`src/hdl/replay_packet_deframer_unit_defines.svh`:
```
// Assertion macros shared by the deframer modules.
`ifndef REPLAY_PACKET_DEFRAMER_UNIT_DEFINES_SVH
`define REPLAY_PACKET_DEFRAMER_UNIT_DEFINES_SVH

// Clocked property, masked while in reset.
`define RPD_ASSERT(lbl, prop, msg) \
  lbl: assert property (@(posedge clk_i) disable iff (!rst_ni) prop) \
    else $error(msg);

// Condition that must never hold outside reset.
`define RPD_NEVER(lbl, cond, msg) \
  lbl: assert property (@(posedge clk_i) disable iff (!rst_ni) !(cond)) \
    else $error(msg);

`endif

```
`src/hdl/rpd_pkg.sv`:
```
// Shared types and constants of the replay packet deframer.
package rpd_pkg;

  localparam int unsigned QDEPTH = 4;

  typedef enum logic [1:0] {
    KIND_HDR  = 2'd0,
    KIND_DATA = 2'd1,
    KIND_ERR  = 2'd2
  } kind_e;

  localparam logic [31:0] MASK_2B  = 32'h0000_4000;
  localparam logic [31:0] MASK_3B  = 32'h0020_0000;
  localparam logic [31:0] MASK_4B  = 32'h1000_0000;
  localparam logic [7:0]  TS_FLAG  = 8'h10;
  localparam logic [7:0]  TYPE_IDS = 8'h04;

  typedef struct packed {
    kind_e       kind;
    logic [7:0]  ptype;
    logic [31:0] ts;
    logic        has_ids;
    logic [31:0] ids;
    logic [31:0] len;
    logic [7:0]  value;
    logic        pend;
    logic        trunc;
  } rpd_rec_t;

endpackage

```
`src/hdl/rpd_front.sv`:
```
// Front end: byte parser that classifies each beat and builds result records.
`include "replay_packet_deframer_unit_defines.svh"

module rpd_front import rpd_pkg::*; (
  input  logic       clk_i,
  input  logic       rst_ni,
  input  logic       beat_i,
  input  logic [7:0] data_i,
  input  logic       eos_i,
  output logic       push_o,
  output rpd_rec_t   rec_o
);

  typedef enum logic [5:0] {
    PH_PREFIX0 = 6'b000001,
    PH_MORE    = 6'b000010,
    PH_TYPE    = 6'b000100,
    PH_TS      = 6'b001000,
    PH_IDS     = 6'b010000,
    PH_PAYLOAD = 6'b100000
  } phase_e;

  phase_e      phase_q, phase_d;
  logic        halted_q, halted_d;
  logic [31:0] last_ts_q, last_ts_d;
  logic [2:0]  need_q, need_d;
  logic        le_q, le_d;
  logic [1:0]  sshift_q, sshift_d;
  logic [1:0]  tcnt_q, tcnt_d;
  logic [1:0]  idcnt_q, idcnt_d;
  logic        has_ids_q, has_ids_d;
  logic [31:0] psize_q, psize_d;
  logic [31:0] left_q, left_d;
  logic [31:0] mask_q, mask_d;
  logic [31:0] ts_acc_q, ts_acc_d;
  logic [7:0]  type_q, type_d;
  logic [31:0] id_acc_q, id_acc_d;
  logic [31:0] cur_ts_q, cur_ts_d;

  logic [31:0] left_dec;
  logic        left_last;
  logic [31:0] psize_more, psize_fin;
  logic [31:0] ts_new, id_new;
  logic        hd, err, push;
  logic [31:0] hd_ts;
  logic [7:0]  hd_type;
  rpd_rec_t    rec;

  assign left_dec   = left_q - 32'd1;
  assign left_last  = (left_q == 32'd1);
  assign psize_more = le_q ? (psize_q | ({24'd0, data_i} << {sshift_q, 3'b000}))
                           : {psize_q[23:0], data_i};
  assign psize_fin  = le_q ? psize_more : (psize_more ^ mask_q);
  assign ts_new     = ts_acc_q | ({24'd0, data_i} << {tcnt_q, 3'b000});
  assign id_new     = id_acc_q | ({24'd0, data_i} << {idcnt_q, 3'b000});

  always_comb begin
    phase_d   = phase_q;
    halted_d  = halted_q;
    last_ts_d = last_ts_q;
    need_d    = need_q;
    le_d      = le_q;
    sshift_d  = sshift_q;
    tcnt_d    = tcnt_q;
    idcnt_d   = idcnt_q;
    has_ids_d = has_ids_q;
    psize_d   = psize_q;
    left_d    = left_q;
    mask_d    = mask_q;
    ts_acc_d  = ts_acc_q;
    type_d    = type_q;
    id_acc_d  = id_acc_q;
    cur_ts_d  = cur_ts_q;
    push      = 1'b0;
    rec       = '0;
    hd        = 1'b0;
    err       = 1'b0;
    hd_ts     = last_ts_q;
    hd_type   = type_q;
    if (beat_i && !halted_q) begin
      unique case (phase_q)
        PH_PREFIX0: begin
          sshift_d = 2'd0;
          le_d     = 1'b0;
          if (data_i[7]) begin
            if (data_i[6]) begin
              err      = 1'b1;
              halted_d = 1'b1;
              push     = 1'b1;
              rec.kind = KIND_ERR;
              rec.pend = 1'b1;
            end else begin
              psize_d = {25'd0, data_i[6:0]};
              left_d  = {25'd0, data_i[6:0]};
              phase_d = (data_i[6:0] == 7'd0) ? PH_PREFIX0 : PH_TYPE;
            end
          end else begin
            psize_d = {24'd0, data_i};
            phase_d = PH_MORE;
            if (data_i[6]) begin
              need_d = 3'd1;
              mask_d = MASK_2B;
            end else if (data_i[5]) begin
              need_d = 3'd2;
              mask_d = MASK_3B;
            end else if (data_i[4]) begin
              need_d = 3'd3;
              mask_d = MASK_4B;
            end else begin
              need_d  = 3'd4;
              le_d    = 1'b1;
              psize_d = '0;
            end
          end
        end
        PH_MORE: begin
          sshift_d = sshift_q + 2'd1;
          psize_d  = psize_more;
          need_d   = need_q - 3'd1;
          if (need_q == 3'd1) begin
            psize_d = psize_fin;
            left_d  = psize_fin;
            phase_d = (psize_fin == 32'd0) ? PH_PREFIX0 : PH_TYPE;
          end
        end
        PH_TYPE: begin
          left_d    = left_dec;
          has_ids_d = 1'b0;
          if (data_i[4]) begin
            hd_type = data_i ^ TS_FLAG;
            type_d  = data_i ^ TS_FLAG;
            hd      = 1'b1;
          end else begin
            hd_type  = data_i;
            type_d   = data_i;
            ts_acc_d = '0;
            tcnt_d   = 2'd0;
            if (left_last) begin
              hd = 1'b1;
            end else begin
              phase_d = PH_TS;
            end
          end
        end
        PH_TS: begin
          left_d   = left_dec;
          ts_acc_d = ts_new;
          tcnt_d   = tcnt_q + 2'd1;
          if (tcnt_q == 2'd3) begin
            hd    = 1'b1;
            hd_ts = ts_new;
          end else if (left_last) begin
            hd = 1'b1;
          end
        end
        PH_IDS: begin
          left_d   = left_dec;
          id_acc_d = id_new;
          idcnt_d  = idcnt_q + 2'd1;
          if (idcnt_q == 2'd3) begin
            has_ids_d   = 1'b1;
            push        = 1'b1;
            rec.kind    = KIND_HDR;
            rec.ptype   = type_q;
            rec.ts      = cur_ts_q;
            rec.has_ids = 1'b1;
            rec.ids     = id_new;
            rec.len     = psize_q;
            rec.pend    = left_last;
            phase_d     = left_last ? PH_PREFIX0 : PH_PAYLOAD;
          end
        end
        PH_PAYLOAD: begin
          left_d      = left_dec;
          push        = 1'b1;
          rec.kind    = KIND_DATA;
          rec.ptype   = type_q;
          rec.ts      = cur_ts_q;
          rec.has_ids = has_ids_q;
          rec.ids     = has_ids_q ? id_acc_q : 32'd0;
          rec.len     = psize_q;
          rec.value   = data_i;
          rec.pend    = left_last;
          if (left_last) begin
            phase_d = PH_PREFIX0;
          end
        end
        default: begin
          phase_d = PH_PREFIX0;
        end
      endcase

      if (hd) begin
        cur_ts_d  = hd_ts;
        last_ts_d = hd_ts;
        if (hd_type == TYPE_IDS && left_dec >= 32'd4) begin
          id_acc_d = '0;
          idcnt_d  = 2'd0;
          phase_d  = PH_IDS;
        end else begin
          push      = 1'b1;
          rec.kind  = KIND_HDR;
          rec.ptype = hd_type;
          rec.ts    = hd_ts;
          rec.len   = psize_q;
          rec.pend  = left_last;
          phase_d   = left_last ? PH_PREFIX0 : PH_PAYLOAD;
        end
      end

      if (eos_i && !err) begin
        if (push) begin
          if (phase_d != PH_PREFIX0) begin
            rec.pend  = 1'b1;
            rec.trunc = 1'b1;
          end
        end else if (phase_d == PH_MORE) begin
          push      = 1'b1;
          rec       = '0;
          rec.kind  = KIND_ERR;
          rec.pend  = 1'b1;
          rec.trunc = 1'b1;
          halted_d  = 1'b1;
        end else if (phase_d == PH_TS || phase_d == PH_IDS) begin
          push      = 1'b1;
          rec       = '0;
          rec.kind  = KIND_HDR;
          rec.ptype = type_d;
          rec.ts    = (phase_d == PH_TS) ? last_ts_d : cur_ts_d;
          rec.len   = psize_d;
          rec.pend  = 1'b1;
          rec.trunc = 1'b1;
        end
        phase_d   = PH_PREFIX0;
        last_ts_d = '0;
      end
    end
  end

  always_ff @(posedge clk_i or negedge rst_ni) begin
    if (!rst_ni) begin
      phase_q   <= PH_PREFIX0;
      halted_q  <= 1'b0;
      last_ts_q <= '0;
      need_q    <= '0;
      le_q      <= 1'b0;
      sshift_q  <= '0;
      tcnt_q    <= '0;
      idcnt_q   <= '0;
      has_ids_q <= 1'b0;
    end else begin
      phase_q   <= phase_d;
      halted_q  <= halted_d;
      last_ts_q <= last_ts_d;
      need_q    <= need_d;
      le_q      <= le_d;
      sshift_q  <= sshift_d;
      tcnt_q    <= tcnt_d;
      idcnt_q   <= idcnt_d;
      has_ids_q <= has_ids_d;
    end
  end

  always_ff @(posedge clk_i) begin
    psize_q  <= psize_d;
    left_q   <= left_d;
    mask_q   <= mask_d;
    ts_acc_q <= ts_acc_d;
    type_q   <= type_d;
    id_acc_q <= id_acc_d;
    cur_ts_q <= cur_ts_d;
  end

  assign push_o = push;
  assign rec_o  = rec;

  `RPD_ASSERT(a_halt_sticky, halted_q |=> halted_q, "halt cleared without reset")
  `RPD_NEVER(a_halt_silent, halted_q && push, "record pushed while halted")

endmodule

```
`src/hdl/rpd_queue.sv`:
```
// Short record queue between the parser and the output stage.
`include "replay_packet_deframer_unit_defines.svh"

module rpd_queue import rpd_pkg::*; #(
  parameter int unsigned Depth = QDEPTH
) (
  input  logic     clk_i,
  input  logic     rst_ni,
  input  logic     push_i,
  input  rpd_rec_t rec_i,
  output logic     full_o,
  input  logic     pop_i,
  output logic     valid_o,
  output rpd_rec_t rec_o
);

  localparam int unsigned PtrW = (Depth > 1) ? $clog2(Depth) : 1;
  localparam int unsigned CntW = $clog2(Depth + 1);
  localparam logic [PtrW-1:0] LastPtr = PtrW'(Depth - 1);
  localparam logic [CntW-1:0] FullCnt = CntW'(Depth);

  rpd_rec_t        mem_q [Depth];
  logic [PtrW-1:0] wr_ptr_q, wr_ptr_d;
  logic [PtrW-1:0] rd_ptr_q, rd_ptr_d;
  logic [CntW-1:0] cnt_q, cnt_d;
  logic            do_pop;

  assign full_o  = (cnt_q == FullCnt);
  assign valid_o = (cnt_q != '0);
  assign rec_o   = mem_q[rd_ptr_q];
  assign do_pop  = pop_i && valid_o;

  always_comb begin
    wr_ptr_d = wr_ptr_q;
    rd_ptr_d = rd_ptr_q;
    cnt_d    = cnt_q;
    if (push_i) begin
      wr_ptr_d = (wr_ptr_q == LastPtr) ? '0 : wr_ptr_q + 1'b1;
    end
    if (do_pop) begin
      rd_ptr_d = (rd_ptr_q == LastPtr) ? '0 : rd_ptr_q + 1'b1;
    end
    case ({push_i, do_pop})
      2'b10:   cnt_d = cnt_q + 1'b1;
      2'b01:   cnt_d = cnt_q - 1'b1;
      default: cnt_d = cnt_q;
    endcase
  end

  always_ff @(posedge clk_i or negedge rst_ni) begin
    if (!rst_ni) begin
      wr_ptr_q <= '0;
      rd_ptr_q <= '0;
      cnt_q    <= '0;
    end else begin
      wr_ptr_q <= wr_ptr_d;
      rd_ptr_q <= rd_ptr_d;
      cnt_q    <= cnt_d;
    end
  end

  always_ff @(posedge clk_i) begin
    if (push_i) begin
      mem_q[wr_ptr_q] <= rec_i;
    end
  end

  `RPD_NEVER(a_no_overflow, push_i && full_o, "push into full queue")

endmodule

```
`src/hdl/rpd_back.sv`:
```
// Back end: output register that formats queued records into result beats.
`include "replay_packet_deframer_unit_defines.svh"

module rpd_back import rpd_pkg::*; (
  input  logic        clk_i,
  input  logic        rst_ni,
  input  logic        valid_i,
  input  rpd_rec_t    rec_i,
  output logic        pop_o,
  output logic        out_valid_o,
  input  logic        out_ready_i,
  output logic [1:0]  kind_o,
  output logic [7:0]  packet_type_o,
  output logic [31:0] timestamp_ms_o,
  output logic        has_ids_o,
  output logic [15:0] object_id_o,
  output logic [15:0] message_id_o,
  output logic [31:0] declared_length_o,
  output logic [7:0]  payload_value_o,
  output logic        packet_end_o,
  output logic        truncated_o
);

  logic        out_valid_q, out_valid_d;
  logic        pop;
  kind_e       kind_q;
  logic [7:0]  ptype_q;
  logic [31:0] ts_q;
  logic        has_ids_q;
  logic [15:0] obj_q, msg_q;
  logic [31:0] len_q;
  logic [7:0]  value_q;
  logic        pend_q, trunc_q;
  logic        is_err;

  assign pop         = valid_i && (!out_valid_q || out_ready_i);
  assign out_valid_d = pop || (out_valid_q && !out_ready_i);
  assign is_err      = (rec_i.kind == KIND_ERR);

  always_ff @(posedge clk_i or negedge rst_ni) begin
    if (!rst_ni) begin
      out_valid_q <= 1'b0;
    end else begin
      out_valid_q <= out_valid_d;
    end
  end

  always_ff @(posedge clk_i) begin
    if (pop) begin
      kind_q    <= rec_i.kind;
      ptype_q   <= is_err ? 8'd0 : rec_i.ptype;
      ts_q      <= is_err ? 32'd0 : rec_i.ts;
      has_ids_q <= rec_i.has_ids && !is_err;
      obj_q     <= (rec_i.has_ids && !is_err) ? rec_i.ids[15:0] : 16'd0;
      msg_q     <= (rec_i.has_ids && !is_err) ? rec_i.ids[31:16] : 16'd0;
      len_q     <= is_err ? 32'd0 : rec_i.len;
      value_q   <= (rec_i.kind == KIND_DATA) ? rec_i.value : 8'd0;
      pend_q    <= rec_i.pend;
      trunc_q   <= rec_i.trunc;
    end
  end

  assign pop_o             = pop;
  assign out_valid_o       = out_valid_q;
  assign kind_o            = kind_q;
  assign packet_type_o     = ptype_q;
  assign timestamp_ms_o    = ts_q;
  assign has_ids_o         = has_ids_q;
  assign object_id_o       = obj_q;
  assign message_id_o      = msg_q;
  assign declared_length_o = len_q;
  assign payload_value_o   = value_q;
  assign packet_end_o      = pend_q;
  assign truncated_o       = trunc_q;

  `RPD_ASSERT(a_err_closes, out_valid_q && kind_q == KIND_ERR |-> pend_q && !has_ids_q, "bad error beat")

endmodule

```
`src/hdl/replay_packet_deframer_unit.sv`:
```
// Top level of the replay packet deframer: parser, record queue, output stage.
//
//  channel | direction | handshake              | payload
//  --------+-----------+------------------------+----------------------------------
//  in      | input     | in_valid_i/in_ready_o  | data_byte_i, end_of_stream_i
//  out     | output    | out_valid_o/out_ready_i| kind_o .. truncated_o (ten fields)
//
// One beat per cycle while in_ready_o is high; each yields zero or one result beat.
// The parser updates its state in the cycle a beat is taken; in_ready_o drops only
// when the QDepth-entry record queue is full, so output stalls reach the input late.
// Reset is asynchronous and needs no clearing pass; the block is ready right after it.
// After a size prefix error, input beats are still taken and dropped until reset.
module replay_packet_deframer_unit import rpd_pkg::*; #(
  parameter int unsigned QDepth = QDEPTH
) (
  input  logic        clk_i,
  input  logic        rst_ni,
  input  logic        in_valid_i,
  output logic        in_ready_o,
  input  logic [7:0]  data_byte_i,
  input  logic        end_of_stream_i,
  output logic        out_valid_o,
  input  logic        out_ready_i,
  output logic [1:0]  kind_o,
  output logic [7:0]  packet_type_o,
  output logic [31:0] timestamp_ms_o,
  output logic        has_ids_o,
  output logic [15:0] object_id_o,
  output logic [15:0] message_id_o,
  output logic [31:0] declared_length_o,
  output logic [7:0]  payload_value_o,
  output logic        packet_end_o,
  output logic        truncated_o
);

  logic     beat;
  logic     push;
  rpd_rec_t front_rec;
  logic     q_full, q_valid, q_pop;
  rpd_rec_t q_rec;

  assign in_ready_o = !q_full;
  assign beat       = in_valid_i && in_ready_o;

  rpd_front u_front (
    .clk_i  (clk_i),
    .rst_ni (rst_ni),
    .beat_i (beat),
    .data_i (data_byte_i),
    .eos_i  (end_of_stream_i),
    .push_o (push),
    .rec_o  (front_rec)
  );

  rpd_queue #(
    .Depth (QDepth)
  ) u_queue (
    .clk_i   (clk_i),
    .rst_ni  (rst_ni),
    .push_i  (push),
    .rec_i   (front_rec),
    .full_o  (q_full),
    .pop_i   (q_pop),
    .valid_o (q_valid),
    .rec_o   (q_rec)
  );

  rpd_back u_back (
    .clk_i             (clk_i),
    .rst_ni            (rst_ni),
    .valid_i           (q_valid),
    .rec_i             (q_rec),
    .pop_o             (q_pop),
    .out_valid_o       (out_valid_o),
    .out_ready_i       (out_ready_i),
    .kind_o            (kind_o),
    .packet_type_o     (packet_type_o),
    .timestamp_ms_o    (timestamp_ms_o),
    .has_ids_o         (has_ids_o),
    .object_id_o       (object_id_o),
    .message_id_o      (message_id_o),
    .declared_length_o (declared_length_o),
    .payload_value_o   (payload_value_o),
    .packet_end_o      (packet_end_o),
    .truncated_o       (truncated_o)
  );

endmodule
```
`config.mk`:
```
export PLATFORM = sky130hd
export DESIGN_NAME = replay_packet_deframer_unit
export DESIGN_NICKNAME = d
export VERILOG_FILES = /design/src/hdl/rpd_pkg.sv /design/src/hdl/rpd_front.sv /design/src/hdl/rpd_queue.sv /design/src/hdl/rpd_back.sv /design/src/hdl/replay_packet_deframer_unit.sv
export VERILOG_INCLUDE_DIRS = /design/src /design/src/hdl
export SDC_FILE = /design/constraint.sdc
export NUM_CORES = 1
export LEC_CHECK = 0
export BUFFER_PORTS_ARGS = -buffer_cell sky130_fd_sc_hd__buf_4
export CORE_ASPECT_RATIO = 1.2
export CORE_MARGIN = 1
export CORE_UTILIZATION = 49
export CTS_CLUSTER_SIZE = 10
export DETAILED_ROUTE_END_ITERATION = 10
export GPL_ROUTABILITY_DRIVEN = 0
export PLACE_DENSITY = 0.72
export REMOVE_ABC_BUFFERS = 1
export SYNTH_ARGS = -nofsm -noshare
export SYNTH_HDL_FRONTEND = slang
export SYNTH_SLANG_ARGS = --single-unit
```
`constraint.sdc`:
```
create_clock -name clk_i -period 21.9 [get_ports clk_i]
set_input_delay 3.285 -clock clk_i [delete_from_list [all_inputs] [get_ports clk_i]]
set_output_delay 3.285 -clock clk_i [all_outputs]
set_load 0.005 [all_outputs]
```
==> results of run 1 <==
-- stage by stage --
stage	cell area (µm²)	utilization	instances	hold slack, ns	total power [mW]
2_1_floorplan	33730	-	2203	0.4351	2.552
3_3_place_gp	36210	0.5261	3279	0.4558	2.842
3_5_place_dp	36210	0.5261	3279	0.4576	2.859
4_1_cts	38880	0.5647	3439	0.4736	4.231
5_1_grt	38880	0.5648	3439	0.4912	4.361
6_report	38880	0.5648	3440	0.4728	4.186
-- placed cells by master (no fill, tap or decap), types with 18 or more instances in the layout --
cell type	count
edfxtp_1	756
nand2_1	243
o21ai_0	197
nor2_1	171
buf_4	167
a21oi_1	152
nor2b_1	121
mux4_2	117
clkbuf_16	93
clkbuf_1	60
dfrtp_1	55
a22o_1	39
nor4_1	25
xnor2_1	25
o22ai_1	25
inv_1	22
nor3_1	20
nand3_1	18
-- Yosys cell counts (all sizes together) (27+ instances only) --
master	number
nand2	243
nor2	175
clkbuf	126
edfxtp	756
dfrtp	57
o21ai	200
nor4	27
a22o	39
mux4	117
a21oi	155
nor2b	122
-- state kept, by name (all words and copies together) (netlist names), 3 cells and up --
register and count:
u_queue.cnt_q 3, u_back.packet_type_o 8, u_back.declared_length_o 32, u_back.message_id_o 16
u_front.phase_q 6, u_front.id_acc_q 32, u_back.timestamp_ms_o 32, u_back.object_id_o 16
u_back.payload_value_o 8, u_front.left_q 32, u_front.type_q 8, u_front.last_ts_q 32
u_front.ts_acc_q 32, u_front.need_q 3, u_front.psize_q 32, u_front.mask_q 3
u_front.cur_ts_q 32, u_queue.mem_q 468
-- metal layers --
metal  track usage  share of wire  vias to the layer above
met1        0.2903           0.41                    10350
met3       0.03392          0.069                      146
li1              -              -                     9203
met5             0        0.00017                        -
met2        0.3611           0.50                      927
met4       0.08262          0.029                        2
-- worst max path at each step --
stage                                           to  slack (ns)            from
floorplan            u_queue.mem_q[3][0]$_DFFE_PP_        9.35      in_valid_i
global placement    u_queue.mem_q[1][23]$_DFFE_PP_       13.92  data_byte_i[4]
detailed placement  u_queue.mem_q[1][23]$_DFFE_PP_       13.78  data_byte_i[4]
CTS                 u_queue.mem_q[1][23]$_DFFE_PP_       14.45  data_byte_i[4]
global route        u_queue.mem_q[1][23]$_DFFE_PP_       14.18  data_byte_i[4]
finish              u_queue.mem_q[0][39]$_DFFE_PP_       14.43  data_byte_i[4]
-- layout make-up --
class,instances,share of cell area
clock buffer,153,0.06565
inverter,24,0.002381
multi-input combinational,1365,0.2462
timing repair buffer,167,0.03224
sequential,814,0.6214
antenna,1,0.00006436
tap,909,0.02925
clock inverter,7,0.002800
-- logic make-up (layout without fill, tap and decap cells) --
group | Yosys count | after routing | synth area share
mux | 127 | 127 | 0.08030
xor+xnor | 35 | 35 | 0.008938
compound gates | 502 | 502 | 0.08701
other cells | 0 | 1 | 0
simple gates | 688 | 688 | 0.09537
buf+inv | 173 | 351 | 0.01912
flops | 814 | 814 | 0.7043
fa+ha+maj | 13 | 13 | 0.004962
-- critical path: stages --
cell     delay (ns)
buf_4          0.23
nor2_1         0.22
o21a_1         0.79
nor2_1         0.30
a21oi_2        0.51
o41ai_4        0.14
buf_4          0.24
nor2_4         0.33
buf_4          0.71
buf_4          0.83
-- report_power, final --
| part | internal, mW | switching [mW] |
|---|---|---|
| sequential | 1.86 | 0.0769 |
| clock | 0.792 | 0.579 |
| combinational | 0.414 | 0.460 |
==> run_summary.xml, run 1 <==
<?xml version="1.0" encoding="UTF-8"?>
<metrics>
  <group name="outcome">
    <metric name="run_status" unit="">complete, no violations</metric>
  </group>
  <group name="critical_path">
    <metric name="rrSetupSlack" unit="ns">15.12</metric>
    <metric name="end_kind" unit="">flip-flop</metric>
    <metric name="worst_r2r_dst" unit="">u_queue.mem_q[0][39]$_DFFE_PP_</metric>
    <metric name="start_kind" unit="">primary input</metric>
    <metric name="worstRegToRegCells" unit="">12</metric>
    <metric name="cp_max_fo" unit="">56</metric>
    <metric name="critical_path_arrival" unit="ns">7.72</metric>
    <metric name="timing_worst_setup_path_type" unit="">primary input to flip-flop</metric>
    <metric name="r2r-start" unit="">u_front.left_q[4]$_DFFE_PP_</metric>
    <metric name="wp_data_required" unit="ns">22.15</metric>
  </group>
  <group name="timing">
    <metric name="tightest_slew" unit="ns">1.175</metric>
    <metric name="final.min_clock_period" unit="ns">7.472</metric>
    <metric name="finClkSkew" unit="ns">0.03403</metric>
    <metric name="setup_ws" unit="ns">14.43</metric>
    <metric name="fin_setup_tns" unit="ns">0</metric>
    <metric name="slew_headroom" unit="">0.2168</metric>
    <metric name="rsz_0062_raised_after_global_routing" unit="">false</metric>
    <metric name="maxSlewViolCount" unit="">0</metric>
    <metric name="report.final.hold_viol_count" unit="">0</metric>
    <metric name="fin_crit_sh" unit="">0.3412</metric>
    <metric name="max_fclk" unit="MHz">133.8</metric>
    <metric name="setup_viol" unit="">0</metric>
  </group>
  <group name="final_layout">
    <metric name="fillerInstances" unit="">5365</metric>
    <metric name="areaGrowthSynthToFinish" unit="%">13.37</metric>
    <metric name="proportion_of_layout_cells_with_a_drive_suffix_above_1" unit="">0.1668</metric>
    <metric name="multiInputGateArea" unit="mm²">0.009573</metric>
    <metric name="design.final.nets" unit="">2490</metric>
    <metric name="sequential_cell_area" unit="mm²">0.02416</metric>
  </group>
  <group name="synthesis">
    <metric name="yosys-top-cells-area" unit="">edfxtp_1 (66%), mux4_2 (7.7%), dfrtp_1 (4.2%)</metric>
    <metric name="ys_async_sr_fraction" unit="">0.07125</metric>
    <metric name="yosys_most_used_dff" unit="">edfxtp_1</metric>
    <metric name="synth.distinct_cells" unit="">68</metric>
    <metric name="synth_area_per_cell" unit="µm²">14.58</metric>
    <metric name="synth.yosys.seq_area_share" unit="">0.7043</metric>
    <metric name="synthesis.instances" unit="">2352</metric>
    <metric name="synth_warnings" unit="">0</metric>
    <metric name="yosys_register_bits" unit="">814</metric>
    <metric name="synth_enable_flop_cells" unit="">756</metric>
    <metric name="netlist.area_leader.share" unit="">0.6619</metric>
    <metric name="post-synth-top-area-cell" unit="">edfxtp_1</metric>
    <metric name="synth_area" unit="mm²">0.03430</metric>
  </group>
  <group name="routing">
    <metric name="route.detailed.wl_per_inst" unit="µm">22.40</metric>
    <metric name="drc" unit="">0</metric>
    <metric name="drtPass1Iterations" unit="">6</metric>
    <metric name="post_detailed_routing_wire_length" unit="µm">77050</metric>
    <metric name="via_count" unit="">20630</metric>
    <metric name="drtAntennaViolNets" unit="">0</metric>
    <metric name="drt-vias-per-instance" unit="">5.996</metric>
    <metric name="drtIter0Drc" unit="">2192</metric>
  </group>
  <group name="clock_network">
    <metric name="ctsHtreeMaxLevel" unit="">3</metric>
    <metric name="clock_tree_from_tritoncts" unit="">built</metric>
    <metric name="post_cts_resized" unit="">0</metric>
    <metric name="cts.clk_slew.worst_paths" unit="ns">0.05</metric>
    <metric name="hold_buffers" unit="">0</metric>
    <metric name="clock_tree.buffer_depth" unit="">3</metric>
    <metric name="clock_latency" unit="ns">0.66</metric>
    <metric name="cts.repair_timing.setup_buffer_count" unit="">0</metric>
    <metric name="clock-root-buffer" unit="">clkbuf_16</metric>
    <metric name="clock-sinks" unit="">814</metric>
    <metric name="cts_made_buffers" unit="">92</metric>
  </group>
  <group name="worst_hold_path">
    <metric name="hp-class" unit="">flip-flop to flip-flop</metric>
    <metric name="timing.hold.worst.start" unit="">u_front.last_ts_q[17]$_DFFE_PN0P_</metric>
    <metric name="worst_hold_path_depth" unit="">2</metric>
    <metric name="hold_path_end" unit="">u_front.last_ts_q[17]$_DFFE_PN0P_</metric>
  </group>
  <group name="die">
    <metric name="vertical_extent_of_the_die" unit="µm">291.8</metric>
    <metric name="rows" unit="">105</metric>
    <metric name="fp.dieW" unit="µm">243.5</metric>
    <metric name="fp.coreArea" unit="mm²">0.06884</metric>
    <metric name="top_level_ports" unit="">132</metric>
    <metric name="start_util" unit="">0.4982</metric>
    <metric name="fp.dieArea" unit="mm²">0.07106</metric>
  </group>
  <group name="pwr">
    <metric name="leakagePower" unit="nW">13.11</metric>
    <metric name="worst_case_vdd_ir_drop" unit="µV">95.38</metric>
    <metric name="ratio_of_total_power_to_cell_area" unit="mW/mm²">107.7</metric>
  </group>
  <group name="global_route">
    <metric name="wire_length_of_the_first_global_routing_pass" unit="µm">119900</metric>
    <metric name="grt.total_usage" unit="">0.2176</metric>
    <metric name="grt.overflow.total" unit="">0</metric>
    <metric name="number_of_global_route_vias_before_repair" unit="">20760</metric>
    <metric name="grt_antenna_before_repair" unit="">1</metric>
    <metric name="maximum_number_of_pins_on_one_net_before_global_route_repair" unit="">74</metric>
  </group>
  <group name="placed_design">
    <metric name="dpl.hpwl" unit="µm">46950</metric>
    <metric name="port_buffers" unit="">131</metric>
    <metric name="place_ws" unit="ns">13.78</metric>
  </group>
  <group name="run">
    <metric name="cap_viol_max_count" unit="">0</metric>
  </group>
</metrics>
Note: power is estimated with default switching activity, not from simulation.
==> run 2: changes to the inputs <==
Settings changed: PLACE_DENSITY 0.72 to 0.74.
Clock period 21.9 ns to 6.1 ns, I/O delays scaled along.
==> run 2 against run 1 <==
  * Worst hold slack lost 0.095 ns
  * Clock-buffer cell count grew 1
  * Sequential power grew to 3.6 times the previous value
  * Clock skew shrank 0.0070 ns
  * Cell count grew 0.12%
  * Die area is the same
  * Highest routed layer is now met4
==> run_summary.xml, run 2 (synthesis results as in run 1) <==
<?xml version="1.0" encoding="UTF-8"?>
<metrics>
  <group name="clock_network">
    <metric name="cts_made_buffers" unit="">91</metric>
    <metric name="post_cts_resized" unit="">0</metric>
    <metric name="clock-root-buffer" unit="">clkbuf_16</metric>
    <metric name="clock-sinks" unit="">814</metric>
    <metric name="clock_latency" unit="ns">0.65</metric>
    <metric name="clock_tree.buffer_depth" unit="">3</metric>
    <metric name="hold_buffers" unit="">0</metric>
    <metric name="clock_tree_from_tritoncts" unit="">built</metric>
    <metric name="cts.repair_timing.setup_buffer_count" unit="">0</metric>
    <metric name="cts.clk_slew.worst_paths" unit="ns">0.06</metric>
    <metric name="ctsHtreeMaxLevel" unit="">3</metric>
  </group>
  <group name="die">
    <metric name="top_level_ports" unit="">132</metric>
    <metric name="start_util" unit="">0.4982</metric>
    <metric name="vertical_extent_of_the_die" unit="µm">291.8</metric>
    <metric name="rows" unit="">105</metric>
    <metric name="fp.dieArea" unit="mm²">0.07106</metric>
    <metric name="fp.coreArea" unit="mm²">0.06884</metric>
    <metric name="fp.dieW" unit="µm">243.5</metric>
  </group>
  <group name="timing">
    <metric name="slew_headroom" unit="">0.3020</metric>
    <metric name="rsz_0062_raised_after_global_routing" unit="">false</metric>
    <metric name="fin_crit_sh" unit="">0.9400</metric>
    <metric name="finClkSkew" unit="ns">0.02706</metric>
    <metric name="maxSlewViolCount" unit="">0</metric>
    <metric name="final_hold_slack" unit="ns">0.3776</metric>
    <metric name="fin_setup_tns" unit="ns">0</metric>
    <metric name="setup_viol" unit="">0</metric>
    <metric name="report.final.hold_viol_count" unit="">0</metric>
    <metric name="tightest_slew" unit="ns">1.045</metric>
    <metric name="final.min_clock_period" unit="ns">5.734</metric>
    <metric name="max_fclk" unit="MHz">174.4</metric>
  </group>
  <group name="final_layout">
    <metric name="multiInputGateArea" unit="mm²">0.009575</metric>
    <metric name="max_reg_flops" unit="">468</metric>
    <metric name="proportion_of_layout_cells_with_a_drive_suffix_above_1" unit="">0.1673</metric>
    <metric name="fillerInstances" unit="">5241</metric>
    <metric name="areaGrowthSynthToFinish" unit="%">13.49</metric>
    <metric name="largest_register" unit="">u_queue.mem_q</metric>
    <metric name="final_design_area_no_fill" unit="mm²">0.03892</metric>
    <metric name="insertedDiodeCount" unit="">0</metric>
    <metric name="design.final.nets" unit="">2494</metric>
    <metric name="most-common-layout-cells" unit="">edfxtp_1 (756), nand2_1 (243), o21ai_0 (197)</metric>
    <metric name="sequential_cell_area" unit="mm²">0.02416</metric>
    <metric name="mostFrequentLayoutCell" unit="">edfxtp_1</metric>
    <metric name="final_cells" unit="">3444</metric>
  </group>
  <group name="pwr">
    <metric name="sequential_fraction_of_design_power" unit="">0.470</metric>
    <metric name="power.share.switching" unit="">0.2668</metric>
    <metric name="p_int" unit="mW">10.97</metric>
    <metric name="leakagePower" unit="nW">13.11</metric>
    <metric name="ratio_of_total_power_to_cell_area" unit="mW/mm²">384.6</metric>
    <metric name="power.switching" unit="mW">3.994</metric>
    <metric name="clockPowerShare" unit="">0.325</metric>
    <metric name="total_power" unit="mW">14.97</metric>
    <metric name="power.share.combinational" unit="">0.205</metric>
    <metric name="worst_case_vdd_ir_drop" unit="µV">261.3</metric>
  </group>
  <group name="global_route">
    <metric name="grt.total_usage" unit="">0.2199</metric>
    <metric name="maximum_number_of_pins_on_one_net_before_global_route_repair" unit="">118</metric>
    <metric name="wire_length_of_the_first_global_routing_pass" unit="µm">121400</metric>
    <metric name="grt.overflow.total" unit="">0</metric>
    <metric name="grt_antenna_before_repair" unit="">1</metric>
    <metric name="number_of_global_route_vias_before_repair" unit="">21210</metric>
  </group>
  <group name="placed_design">
    <metric name="place_area" unit="mm²">0.03631</metric>
    <metric name="instance_count_after_placement_with_tap_cells_included" unit="">3284</metric>
    <metric name="dpl.hpwl" unit="µm">46500</metric>
    <metric name="port_buffers" unit="">131</metric>
  </group>
  <group name="outcome">
    <metric name="run_status" unit="">complete, no violations</metric>
  </group>
  <group name="critical_path">
    <metric name="start_kind" unit="">flip-flop</metric>
    <metric name="cp_max_fo" unit="">91</metric>
    <metric name="critical_path_arrival" unit="ns">5.99</metric>
    <metric name="end_kind" unit="">flip-flop</metric>
    <metric name="timing_worst_setup_path_type" unit="">flip-flop to flip-flop</metric>
    <metric name="wp_data_required" unit="ns">6.36</metric>
  </group>
  <group name="routing">
    <metric name="drc" unit="">0</metric>
    <metric name="drtIter0Drc" unit="">1991</metric>
    <metric name="drt-vias-per-instance" unit="">5.972</metric>
    <metric name="post_detailed_routing_wire_length" unit="µm">77070</metric>
    <metric name="route.detailed.wl_per_inst" unit="µm">22.38</metric>
    <metric name="drtAntennaViolNets" unit="">0</metric>
    <metric name="drtPass1Iterations" unit="">6</metric>
    <metric name="via_count" unit="">20570</metric>
  </group>
  <group name="worst_hold_path">
    <metric name="hp-class" unit="">primary input to asynchronous set/reset pin</metric>
  </group>
  <group name="run">
    <metric name="cap_viol_max_count" unit="">0</metric>
  </group>
</metrics>
[run 2: cell types whose count changed in the layout (fill, tap and decap cells not counted), sizes merged]
cell	change
diode	-1
clkbuf	+1
buf	+5
clkinv	-1
[run 2: through the flow]
| step | setup slack (ns) | util |
|---|---|---|
| floorplan | -4.082 | - |
| global placement | 0.6566 | 0.5275 |
| detailed placement | 0.4848 | 0.5275 |
| CTS | 0.4349 | 0.5653 |
| global route | 0.01056 | 0.5654 |
| finish | 0.3657 | 0.5654 |
[run 2: cell type report]
class,instances,area share
Clock inverter,6,0.001961
Timing Repair Buffer,172,0.03478
Multi-Input combinational cell,1365,0.2460
Inverter,24,0.002379
Clock buffer,154,0.06484
Tap cell,909,0.02922
Sequential cell,814,0.6208
[run 2: per-layer routing]
layer,up-vias,wire (µm),share of wire,track usage
met5,-,0,0,0
met4,0,3230,0.042,0.09985
met3,220,5395,0.070,0.03695
met2,915,39040,0.51,0.3743
met1,10230,29400,0.38,0.2760
li1,9205,-,-,-
[run 2: path summary, 6_finish.rpt]
path                                                         from                                 to  slack (ns)  cells after the start
worst max-delay path                  u_front.left_q[0]$_DFFE_PP_     u_queue.mem_q[2][73]$_DFFE_PP_        0.37                     12
worst min-delay path                                       rst_ni  u_front.last_ts_q[18]$_DFFE_PN0P_        0.38                      1
worst max register to register        u_front.left_q[0]$_DFFE_PP_     u_queue.mem_q[2][73]$_DFFE_PP_        0.37                     12
worst min register to register  u_front.last_ts_q[27]$_DFFE_PN0P_  u_front.last_ts_q[27]$_DFFE_PN0P_        0.47                      2
max in group asynchronous                                  rst_ni    u_queue.rd_ptr_q[0]$_DFFE_PN0P_        5.10                      1
min in group clk_i                                    out_ready_i       u_back.out_valid_o$_DFF_PN0_        0.47                      2
[run 2: power groups by stage]
stage          clock, mW  combinational (mW)  sequential (mW)
3_5_place_dp           0                3.11             7.15
6_report            4.87                3.07             7.03
3_3_place_gp           0                3.04             7.14
2_1_floorplan          0                1.84             7.32
4_1_cts             4.96                3.12             7.05
5_1_grt             5.15                3.34             7.10
[run 2: worst max-delay path, stage by stage (launching register included)]
cell       delay, ns
edfxtp_1        0.52
inv_1           0.10
ha_1            0.29
nor3b_1         0.44
nand3_1         0.43
o31a_1          0.43
nor4_2          0.24
o2111ai_1       0.27
nor3_1          0.49
o21a_1          0.44
o41ai_4         0.25
nor2_4          0.78
buf_12          0.56
==> run 3: changes to the inputs <==
Settings changed: ABC_AREA set to 1.
Clock period 6.1 ns to 7.31 ns, I/O delays scaled along.
==> run 3 against run 2 <==
  * Combinational power decreased by 16%
  * Final area increased by 6.4%
  * Register-to-register slack better by 1.6 ns
  * Global-route usage rose by 2.5 points
  * Sequential power down 18%
  * Routed wire length increased by 21%
  * Clock-buffer cell count is 3 lower
  * Critical path depth rose by 2
  * Cell count grew 38%
==> run_summary.xml, run 3 <==
<?xml version="1.0" encoding="UTF-8"?>
<metrics>
  <group name="clock_network">
    <metric name="clock-sinks" unit="">814</metric>
    <metric name="clock_tree.buffer_depth" unit="">3</metric>
    <metric name="hold_buffers" unit="">0</metric>
    <metric name="clock-root-buffer" unit="">clkbuf_16</metric>
    <metric name="ctsHtreeMaxLevel" unit="">3</metric>
    <metric name="cts.repair_timing.setup_buffer_count" unit="">0</metric>
    <metric name="cts.clk_slew.worst_paths" unit="ns">0.06</metric>
    <metric name="clock_tree_from_tritoncts" unit="">built</metric>
    <metric name="clock_latency" unit="ns">0.66</metric>
    <metric name="cts_made_buffers" unit="">91</metric>
    <metric name="post_cts_resized" unit="">0</metric>
  </group>
  <group name="timing">
    <metric name="final.min_clock_period" unit="ns">5.391</metric>
    <metric name="fin_setup_tns" unit="ns">0</metric>
    <metric name="maxSlewViolCount" unit="">0</metric>
    <metric name="fin_crit_sh" unit="">0.7375</metric>
    <metric name="finClkSkew" unit="ns">0.02721</metric>
    <metric name="report.final.hold_viol_count" unit="">0</metric>
    <metric name="rsz_0062_raised_after_global_routing" unit="">false</metric>
    <metric name="tightest_slew" unit="ns">1.096</metric>
    <metric name="setup_viol" unit="">0</metric>
    <metric name="max_fclk" unit="MHz">185.5</metric>
    <metric name="setup_ws" unit="ns">1.919</metric>
    <metric name="slew_headroom" unit="">0.2682</metric>
  </group>
  <group name="critical_path">
    <metric name="timing.critical_path.slowest_stage_cell" unit="">a21oi_4</metric>
    <metric name="worstRegToRegCells" unit="">14</metric>
    <metric name="critical_path.endpoint" unit="">u_queue.cnt_q[1]$_DFFE_PN0P_</metric>
    <metric name="worstPathBufferInverterCount" unit="">1</metric>
    <metric name="rrSetupSlack" unit="ns">1.92</metric>
    <metric name="timing.critical_path.depth" unit="">14</metric>
    <metric name="start_kind" unit="">flip-flop</metric>
    <metric name="end_kind" unit="">flip-flop</metric>
    <metric name="cp_max_fo" unit="">39</metric>
    <metric name="r2r-start" unit="">u_front.phase_q[4]$_DFFE_PN0P_</metric>
    <metric name="critical_path.cell_chain" unit="">nor2_4, nand4_4, nor2_4, a21oi_1, a21oi_4, inv_1, nand2_2, nand4_1, nand2_1, nand2_1, nand2_1, ha_1, fa_1, mux2_2</metric>
    <metric name="timing_worst_setup_path_type" unit="">flip-flop to flip-flop</metric>
    <metric name="setup.worst_path.start" unit="">u_front.phase_q[4]$_DFFE_PN0P_</metric>
    <metric name="wp_data_required" unit="ns">7.84</metric>
    <metric name="critical_path_max_stage_delay" unit="ns">0.85</metric>
    <metric name="worst_r2r_dst" unit="">u_queue.cnt_q[1]$_DFFE_PN0P_</metric>
    <metric name="critPathMostFrequentCell" unit="">nand2_1</metric>
    <metric name="critical_path_arrival" unit="ns">5.92</metric>
    <metric name="worst_path_dominant_cell_family" unit="">simple AND/OR/NAND/NOR gates</metric>
  </group>
  <group name="pwr">
    <metric name="clockPowerShare" unit="">0.328</metric>
    <metric name="worst_case_vdd_ir_drop" unit="µV">276.6</metric>
    <metric name="ratio_of_total_power_to_cell_area" unit="mW/mm²">300.9</metric>
    <metric name="leakagePower" unit="nW">14.21</metric>
    <metric name="power.share.combinational" unit="">0.208</metric>
    <metric name="sequential_fraction_of_design_power" unit="">0.464</metric>
    <metric name="power.switching" unit="mW">3.629</metric>
    <metric name="p_int" unit="mW">8.830</metric>
    <metric name="power.share.switching" unit="">0.2912</metric>
  </group>
  <group name="final_layout">
    <metric name="final_cells" unit="">4762</metric>
    <metric name="fillerInstances" unit="">6285</metric>
    <metric name="most-common-layout-cells" unit="">edfxtp_1 (756), nor2_1 (632), nand2_1 (498)</metric>
    <metric name="proportion_of_layout_cells_with_a_drive_suffix_above_1" unit="">0.09936</metric>
    <metric name="areaGrowthSynthToFinish" unit="%">11.94</metric>
    <metric name="max_reg_flops" unit="">468</metric>
    <metric name="mostFrequentLayoutCell" unit="">edfxtp_1</metric>
    <metric name="largest_register" unit="">u_queue.mem_q</metric>
    <metric name="multiInputGateArea" unit="mm²">0.01083</metric>
    <metric name="sequential_cell_area" unit="mm²">0.02416</metric>
    <metric name="insertedDiodeCount" unit="">0</metric>
    <metric name="design.final.nets" unit="">3717</metric>
    <metric name="final_core_utilization" unit="">0.5531</metric>
  </group>
  <group name="synthesis">
    <metric name="synth_enable_flop_cells" unit="">756</metric>
    <metric name="yosys-top-cells-area" unit="">edfxtp_1 (61%), nor2_1 (6.5%), o21ai_0 (5.9%)</metric>
    <metric name="ys_async_sr_fraction" unit="">0.07125</metric>
    <metric name="post-synth-top-area-cell" unit="">edfxtp_1</metric>
    <metric name="synthesis.instances" unit="">3636</metric>
    <metric name="synth.yosys.seq_area_share" unit="">0.6529</metric>
    <metric name="netlist.area_leader.share" unit="">0.6136</metric>
    <metric name="yosys_most_used_dff" unit="">edfxtp_1</metric>
    <metric name="synth_most_common_cell" unit="">edfxtp_1</metric>
    <metric name="synth_area_per_cell" unit="µm²">10.17</metric>
    <metric name="yosys_register_bits" unit="">814</metric>
    <metric name="synth_area" unit="mm²">0.03700</metric>
    <metric name="synth_warnings" unit="">0</metric>
    <metric name="synth.distinct_cells" unit="">52</metric>
    <metric name="netlist_top_cells_count" unit="">edfxtp_1 (756), nor2_1 (638), nand2_1 (498)</metric>
  </group>
  <group name="global_route">
    <metric name="maximum_number_of_pins_on_one_net_before_global_route_repair" unit="">122</metric>
    <metric name="global_route_track_usage_on_met1" unit="">0.3056</metric>
    <metric name="grt.overflow.total" unit="">0</metric>
    <metric name="grt.total_usage" unit="">0.2450</metric>
    <metric name="number_of_global_route_vias_before_repair" unit="">25630</metric>
    <metric name="top_usage_layer" unit="">met2</metric>
    <metric name="groute.layer.met2.usage" unit="">0.4179</metric>
    <metric name="grt_util_met3" unit="">0.04247</metric>
    <metric name="grt_antenna_before_repair" unit="">0</metric>
    <metric name="wire_length_of_the_first_global_routing_pass" unit="µm">144000</metric>
  </group>
  <group name="routing">
    <metric name="post_detailed_routing_wire_length" unit="µm">93350</metric>
    <metric name="drt-vias-per-instance" unit="">5.594</metric>
    <metric name="drtIter0Drc" unit="">2643</metric>
    <metric name="via_count" unit="">26640</metric>
    <metric name="route.detailed.wl_per_inst" unit="µm">19.60</metric>
    <metric name="drtPass1Iterations" unit="">6</metric>
    <metric name="drtAntennaViolNets" unit="">0</metric>
    <metric name="drc" unit="">0</metric>
  </group>
  <group name="die">
    <metric name="fp.coreArea" unit="mm²">0.07487</metric>
    <metric name="start_util" unit="">0.4941</metric>
    <metric name="rows" unit="">110</metric>
    <metric name="vertical_extent_of_the_die" unit="µm">303</metric>
    <metric name="fp.dieArea" unit="mm²">0.07661</metric>
    <metric name="fp.dieW" unit="µm">252.8</metric>
    <metric name="top_level_ports" unit="">132</metric>
  </group>
  <group name="placed_design">
    <metric name="dpl.hpwl" unit="µm">56150</metric>
    <metric name="place_ws" unit="ns">1.994</metric>
    <metric name="instance_count_after_placement_with_tap_cells_included" unit="">4606</metric>
    <metric name="port_buffers" unit="">131</metric>
  </group>
  <group name="outcome">
    <metric name="run_status" unit="">complete, no violations</metric>
  </group>
  <group name="run">
    <metric name="cap_viol_max_count" unit="">0</metric>
  </group>
  <group name="worst_hold_path">
    <metric name="hp-class" unit="">flip-flop to flip-flop</metric>
  </group>
</metrics>
## run 3: changes by cell type in the layout (fill, tap and decap cells not counted), sizes merged, moves of 41 or more
cell / previous run / this run
a21oi: 155 / 273
nor2b: 122 / 0
nand2: 243 / 505
o21ai: 200 / 504
nor2: 175 / 654
inv: 26 / 325
nand3: 18 / 140
o21bai: 2 / 43
mux4: 117 / 0
## run 3: area by class of cell
class / instances / area share
well taps: 1008 / 0.03046
flip-flops and latches: 814 / 0.5835
clock buffers: 151 / 0.06094
inverters: 324 / 0.02961
multi-input cells: 2289 / 0.2615
clock inverters: 5 / 0.001511
repair buffers: 171 / 0.03251
## run 3: per-layer routing
metal  up-vias  wire length (µm)  share of wire
met1     12700             36130           0.39
met2      1172             45700           0.49
li1      12550                 -              -
met5         -                 0              0
met4         0              3575          0.038
met3       212              7941          0.085
## run 3: worst min path at each step
| stage | start | to | slack [ns] | cells after the start |
|---|---|---|---|---|
| finish | u_front.last_ts_q[18]$_DFFE_PN0P_ | u_front.last_ts_q[18]$_DFFE_PN0P_ | 0.49 | 2 |
| global route | u_front.last_ts_q[18]$_DFFE_PN0P_ | u_front.last_ts_q[18]$_DFFE_PN0P_ | 0.49 | 2 |
| CTS | u_front.last_ts_q[18]$_DFFE_PN0P_ | u_front.last_ts_q[18]$_DFFE_PN0P_ | 0.49 | 2 |
| detailed placement | u_front.last_ts_q[18]$_DFFE_PN0P_ | u_front.last_ts_q[18]$_DFFE_PN0P_ | 0.47 | 2 |
| global placement | u_front.last_ts_q[7]$_DFFE_PN0P_ | u_front.last_ts_q[7]$_DFFE_PN0P_ | 0.47 | 2 |
| floorplan | u_front.halted_q$_DFFE_PN0P_ | u_front.halted_q$_DFFE_PN0P_ | 0.43 | 2 |
## run 3: tightest hold or removal path, cell delays in order (launching register included)
cell	delay (ns)
dfrtp_1	0.34
nand2_1	0.05
o21ai_0	0.06
## run 3: cells by family after synthesis
family	after synthesis	synth area share
AO/OA/AOI/OAI	871	0.1257
XOR/XNOR	15	0.003551
adder cells (fa/ha/maj)	13	0.004599
buffers and inverters	533	0.05648
flip-flops	814	0.6529
multiplexers	1	0.0003044
AND/OR/NAND/NOR	1389	0.1565
## run 3: stage by stage
| step | hold slack (ns) | area [µm²] | total power [mW] |
|---|---|---|---|
| 2_1_floorplan | 0.4276 | 36120 | 7.179 |
| 3_3_place_gp | 0.4666 | 38820 | 8.449 |
| 3_5_place_dp | 0.4732 | 38820 | 8.487 |
| 4_1_cts | 0.4865 | 41410 | 12.57 |
| 5_1_grt | 0.4942 | 41410 | 13.01 |
| 6_report | 0.4851 | 41410 | 12.46 |
## run 3: power by group through the flow
stage | logic, mW | clock network (mW) | registers (mW)
2_1_floorplan | 1.12 | 0 | 6.06
3_3_place_gp | 2.58 | 0 | 5.87
3_5_place_dp | 2.61 | 0 | 5.87
4_1_cts | 2.64 | 4.14 | 5.79
5_1_grt | 2.87 | 4.32 | 5.83
6_report | 2.59 | 4.09 | 5.78
